**config.mk**
```make
export PLATFORM = sky130hd
export DESIGN_NAME = gaas_mod_unit
export DESIGN_NICKNAME = d
export VERILOG_FILES = /design/src/design/gaas_pkg.sv /design/src/design/gaas_mod_unit.sv
export SDC_FILE = /design/constraint.sdc
export NUM_CORES = 1
export LEC_CHECK = 0
export CELL_PAD_IN_SITES_DETAIL_PLACEMENT = 0
export CELL_PAD_IN_SITES_GLOBAL_PLACEMENT = 1
export CORE_AREA = 2 2 62 94
export CTS_CLUSTER_DIAMETER = 150
export DETAILED_ROUTE_END_ITERATION = 7
export DIE_AREA = 0 0 64 96
export DONT_BUFFER_PORTS = 1
export HOLD_SLACK_MARGIN = 0.05
export PLACE_DENSITY_LB_ADDON = 0.08
export SLEW_MARGIN = 20
export SYNTH_ARGS = -nofsm -noshare
export SYNTH_HDL_FRONTEND = slang
export SYNTH_SLANG_ARGS = --single-unit
```
**constraint.sdc**
```tcl
create_clock -name i_clk -period 4.4 [get_ports i_clk]
set_input_delay 0.66 -clock i_clk [delete_from_list [all_inputs] [get_ports i_clk]]
set_output_delay 0.66 -clock i_clk [all_outputs]
set_load 0.02 [all_outputs]
```
**src/design/gaas_pkg.sv**
```systemverilog
`timescale 1ns / 1ps

package gaas_pkg;

    localparam int COORD_W = 8;
    localparam int EXT_W   = 9;
    localparam int HEAD_W  = 3;
    localparam int IDX_W   = 3;
    localparam int CFG_W   = 9;

    localparam logic OP_STEP = 1'b0;
    localparam logic OP_LOAD = 1'b1;

    localparam logic [IDX_W-1:0] REG_GRID_ROWS     = 3'd0;
    localparam logic [IDX_W-1:0] REG_GRID_COLS     = 3'd1;
    localparam logic [IDX_W-1:0] REG_START_ROW     = 3'd2;
    localparam logic [IDX_W-1:0] REG_START_COL     = 3'd3;
    localparam logic [IDX_W-1:0] REG_START_HEADING = 3'd4;

    localparam logic [HEAD_W-1:0] HEAD_E    = 3'd0;
    localparam logic [HEAD_W-1:0] HEAD_NE   = 3'd1;
    localparam logic [HEAD_W-1:0] HEAD_N    = 3'd2;
    localparam logic [HEAD_W-1:0] HEAD_NW   = 3'd3;
    localparam logic [HEAD_W-1:0] HEAD_WEST = 3'd4;
    localparam logic [HEAD_W-1:0] HEAD_SW   = 3'd5;
    localparam logic [HEAD_W-1:0] HEAD_S    = 3'd6;
    localparam logic [HEAD_W-1:0] HEAD_SE   = 3'd7;

    localparam logic [HEAD_W-1:0] TURN_WHITE = 3'd2;
    localparam logic [HEAD_W-1:0] TURN_BLACK = 3'd6;

    localparam logic [EXT_W-1:0] GRID_RESET = 9'd256;

    typedef enum logic [1:0] {
        ST_CLEAR,
        ST_IDLE,
        ST_EXEC,
        ST_MOD
    } t_state;

    typedef struct packed {
        logic             start;
        logic [EXT_W-1:0] x;
        logic [EXT_W-1:0] d;
    } t_mod_req;

    typedef struct packed {
        logic               done;
        logic [COORD_W-1:0] rem;
    } t_mod_rsp;

endpackage

```
**src/design/gaas_mod_unit.sv**
```systemverilog
`timescale 1ns / 1ps

module gaas_mod_unit
    import gaas_pkg::*;
(
    input  logic     i_clk,
    input  logic     i_rst_n,
    input  t_mod_req i_req,
    output t_mod_rsp o_rsp
);

    localparam int CNT_W = $clog2(EXT_W + 1);

    logic [EXT_W-1:0] r_x;
    logic [EXT_W-1:0] r_d;
    logic [EXT_W-1:0] r_rem;
    logic [CNT_W-1:0] r_cnt;
    logic             r_done;
    logic [EXT_W-1:0] shifted;
    logic [EXT_W-1:0] trial;

    always_comb begin
        shifted = {r_rem[EXT_W-2:0], r_x[EXT_W-1]};
        trial   = (shifted >= r_d) ? (shifted - r_d) : shifted;
    end

    always_ff @(posedge i_clk) begin
        if (!i_rst_n) begin
            r_cnt  <= '0;
            r_done <= 1'b0;
        end else begin
            r_done <= 1'b0;
            if (i_req.start) begin
                r_cnt <= CNT_W'(EXT_W);
            end else if (r_cnt != '0) begin
                r_cnt <= r_cnt - CNT_W'(1);
                if (r_cnt == CNT_W'(1)) begin
                    r_done <= 1'b1;
                end
            end
        end
    end

    always_ff @(posedge i_clk) begin
        if (i_req.start) begin
            r_x   <= i_req.x;
            r_d   <= i_req.d;
            r_rem <= '0;
        end else if (r_cnt != '0) begin
            r_x   <= {r_x[EXT_W-2:0], 1'b0};
            r_rem <= trial;
        end
    end

    assign o_rsp.done = r_done;
    assign o_rsp.rem  = r_rem[COORD_W-1:0];

    a_rem_below_divisor: assert property (@(posedge i_clk) disable iff (!i_rst_n)
        r_done |-> (r_rem < r_d))
        else $error("remainder not below divisor");

    a_done_after_last_step: assert property (@(posedge i_clk) disable iff (!i_rst_n)
        r_done |-> ($past(r_cnt) == CNT_W'(1)))
        else $error("done without final iteration");

endmodule

```
After elaboration in Yosys (flattened, before gate mapping)
Index checks and enable logic that the tools add are counted.
{"block": "classes", "reduce_logical": 4, "n_bitwise": 2, "multipliers": 0, "shift": 0, "eq_ne": 1, "mux": 6, "add_sub_neg": 2, "n_div": 0, "n_lt_le_gt_ge": 1}
{"cell": "9-bit 2-to-1 mux", "n": 2}
{"cell": "9-bit greater-or-equal comparator", "n": 1}
{"cell": "4-bit 2-to-1 mux", "n": 2}
{"cell": "8-bit 2-to-1 mux", "n": 1}
{"cell": "8-bit subtractor", "n": 1}
{"cell": "4-bit by 1-bit equality test with 1-bit output, second input constant", "n": 1}
{"cell": "4-bit nonzero test", "n": 1}
{"cell": "4-bit by 1-bit subtractor with 4-bit output, second input constant", "n": 1}
{"cell": "3-bit OR reduction", "n": 1}
{"cell": "1-bit inverter", "n": 2}
{"cell": "2-bit nonzero test", "n": 1}
{"cell": "2-bit OR reduction", "n": 1}
{"cell": "1-bit 2-to-1 mux", "n": 1}
{"block": "totals", "memories": 0, "ff_bits": 31, "latchBits": 0, "ram_bits": 0, "input_bits": 21, "romBits": 0, "out_inout_bits": 9}

Longest topological paths before layout
{"block": "depth", "ltp_word": 3, "mapped_depth": 9}

Worst setup path before layout
Ideal clock, no wire load.
{"block": "synth_timing", "path_type": "register -> register", "from": "reg r_rem[5]", "to": "reg r_rem[6]", "path_buffers": 1, "t_required_ns": 4.280, "slack_ns": 2.345, "setup_time_ns": 0.120, "period_less_slack_ns": 2.055, "stages_incl_launch_ff": 8, "t_arrival_ns": 1.935, "cell_sequence": "dfxtp_1 > ha_1 > a21o_1 > a21o_1 > a221oi_2 > buf_4 > a22oi_1 > o31a_1"}
{"block": "synth_via", "elab_chain_len": 2, "word_cells_on_any_way": 3, "classes_between": "add/sub (1); order compare (1); mux (1)"}
{"element": "start: declaration", "line_no": "gaas_mod_unit.sv:16", "rtl": "logic [EXT_W-1:0] r_rem;"}
{"element": "start signal: assignment", "line_no": "gaas_mod_unit.sv:51", "rtl": "r_rem <= trial;"}
{"element": "8-bit subtractor / 9-bit greater-or-equal comparator (equally long branches)", "line_no": "gaas_mod_unit.sv:24", "rtl": "trial = (shifted >= r_d) ? (shifted - r_d) : shifted;"}
{"element": "8-bit 2-to-1 mux (*)", "line_no": "gaas_mod_unit.sv:24"}
Every way passes the cells marked *; elsewhere a longest branch is shown, timed or not.
A chain may end at the register's enable or synchronous reset.

Worst setup path in the final report
Ends and elaborated chain as after synthesis.

==> impl_results.md <==
* Status: finished, final reports clean
* Period utilisation layout at 56.0%
* Longest Clk Path Bufs at 2
* Total number of vias at 1,247
* Area Overhead vs Synth at 5.15%
* Most frequent cells in the layout: 18 x edfxtp_1, 17 x nor2_1, 13 x inv_1, 13 x dfxtp_1, 11 x ha_1
* Yosys reg bits at 31
* Synth async-reset ratio at 0%
* Die area at 0.00614 mm²
* Max H-tree Level at 2
* Gpl congestion at 0.822
* Endpoint type of the worst setup path: register
* Tightest Hold Check Type: input port to register
* Final ANT Viol Nets at 0
* Critical Path RT at 4.57 ns
* PD cells at 473 mW/mm²
* Largest net degree at the start of global routing at 33
* Row count at 33
* Clock Skew at 0.00369 ns
* Synth unique cells at 50
* Initial antenna violation count at 0
* PnR Total Power at 906 µW
* Area after DPL at 0.00183 mm²
* Die height at 96 µm
* IO Count at 30
* Max_slew headroom at 50.8%
* DRT iter0 DRCs at 34
* Chip width at 64 µm
* Slew of the pin with the lowest slew margin at 0.737 ns
* Layout cells sized above 1 at 14.7%
* Post-CTS resize count at 0
* Critical Path Max Stage Delay at 0.65 ns
* Static leakage at 0.747 nW
* VDD IR max at 0.234 mV
* Clk_lat worst skew at 0.27 ns
* CP Cell Sequence: ha_1, a21o_1, a21o_1, a221oi_2, a22oi_1, o31a_1
* # diodes at 0
* Number of port buffers at 0
* Mean area per synthesized cell at 10.6 µm²
* Routed len/inst at 15.4 µm
* Crit path launch type: register
* Final WS setup at 1.94 ns
* Post-Synthesis Net Count at 205
* Initial Util at 34.2%
* Cells after synthesis at 172
* Post-synth EDFFs at 18
* Final Hold Viols at 0
* GRT Overall Usage at 12.9%
* Setup TNS at 0 ns
* Most common cell after layout, fill and taps aside: edfxtp_1
* Crit path max-delay cell type: a221oi_2
* Final #Nets at 202
* Arrival time worst endpoint at 2.63 ns
* Vias in the first global route at 1,246
* Global route overflow at 0
* Pre-CTS setup slack at 1.93 ns
* Post CTS Setup Buffer Count at 0
* Largest fanout on the critical path at 11
* Post-CTS Hold Buffers at 0
* First-pass GRT wire length at 5930 µm
* Cell Count, Final, Fillers Out at 240
* Dpl cells at 232
* Setup-failing EPs final at 0
* Detailed-route DRC error count at 0
* Crit Path Class: register to register
* Final WL at 3700 µm
* Sequential fraction of the synthesis area at 44.0%
* Via density at 5.20
* Synthesized area at 0.00182 mm²
* RSZ-0062 raised after global routing: no
* Synth Warn # at 0
* Clock transition at path regs at 0.06 ns
* TritonCTS clock tree: yes
* Minimum clock period at 2.46 ns
* Detailed Place HPWL at 2880 µm
* Clock buffer count from CTS at 5
* Final instance area at 0.00192 mm²
* Root buf cell: clkbuf_8
* CORE AREA at 0.00533 mm²
* Reg2Reg Setup Slack at 1.94 ns
* Pre-antenna DRT Iters at 4
* Highest clock rate at 406 MHz
* Max Cap Violations at 0
* Crit path top cell by count: a21o_1
* Sink Count at 31
* Main synth FF type: edfxtp_1
* Final Max Slew Viols at 0
==> path summary, 6_finish.rpt <==
check             from       end  depth (start not counted)
max           r_rem[5]  r_rem[6]                          6
min          i_req[18]  r_rem[5]                          1
max reg2reg   r_rem[5]  r_rem[6]                          6
min reg2reg   r_cnt[1]  r_cnt[1]                          2
==> power breakdown <==
part	internal, mW	switching [mW]
sequential	0.353	0.0526
clock	0.111	0.0985
combinational	0.127	0.164
total	0.591	0.315
==> layout make-up <==
type | count | area (µm²)
fillers | 560 | 3410
flip-flops and latches | 31 | 801
multi-input cells | 118 | 897
well taps | 70 | 87.6
inverters | 13 | 48.8
clock buffers | 7 | 76.3
clock inverters | 1 | 5.00
==> critical path, delay by kind of cell, from the launching register on <==
kind,cells,cell delay (ns)
compound gates,5,1.53
fa+ha+maj,1,0.34
flops,1,0.48
==> through the flow <==
step           hold WS, ns  util (%)
2_1_floorplan        0.480         -
3_3_place_gp         0.498      34.4
3_5_place_dp         0.504      34.4
4_1_cts              0.430      36.0
5_1_grt              0.431      36.0
6_report             0.448      36.0
==> cell families after synthesis <==
kind of cell | synth area share, %
AO/OA/AOI/OAI | 17.0
XOR/XNOR | 0.962
adder cells (fa/ha/maj) | 8.65
buffers and inverters | 6.80
flip-flops | 44.0
multiplexers | 6.04
AND/OR/NAND/NOR | 16.6
==> registers in the layout (all words and copies together) (netlist names) <==
name    cells
r_d         9
r_x         9
r_rem       8
r_cnt       4
r_done      1
==> synth_stat cells, types with 2 or more instances <==
| library cell | n | area (µm²) |
|---|---|---|
| edfxtp_1 | 18 | 541 |
| nor2_1 | 17 | 63.8 |
| dfxtp_1 | 13 | 260 |
| inv_1 | 13 | 48.8 |
| ha_1 | 11 | 138 |
| mux2_2 | 8 | 90.1 |
| nand2b_1 | 8 | 50.1 |
| a21oi_1 | 6 | 30.0 |
| nand2_1 | 6 | 22.5 |
| nand3_1 | 6 | 30.0 |
| a311oi_1 | 5 | 43.8 |
| nor3_1 | 5 | 25.0 |
| buf_4 | 4 | 30.0 |
| a21o_1 | 3 | 22.5 |
| buf_6 | 3 | 33.8 |
| clkbuf_1 | 3 | 11.3 |
| o21ai_1 | 3 | 15.0 |
| mux2i_1 | 2 | 20.0 |
| nand3b_1 | 2 | 15.0 |
| nor2b_1 | 2 | 12.5 |
| nor4_1 | 2 | 12.5 |
| o21a_1 | 2 | 15.0 |
| o31a_1 | 2 | 17.5 |
| xnor2_1 | 2 | 17.5 |
==> routing by layer <==
layer | share of wire, % | vias to the layer above | GRT usage, %
li1 | - | 624 | -
met1 | 39 | 586 | 12.8
met2 | 54 | 31 | 24.5
met3 | 4.5 | 6 | 2.92
met4 | 2.3 | 0 | 7.07
met5 | 0 | - | 0
Power figures use the tool's default switching activity.
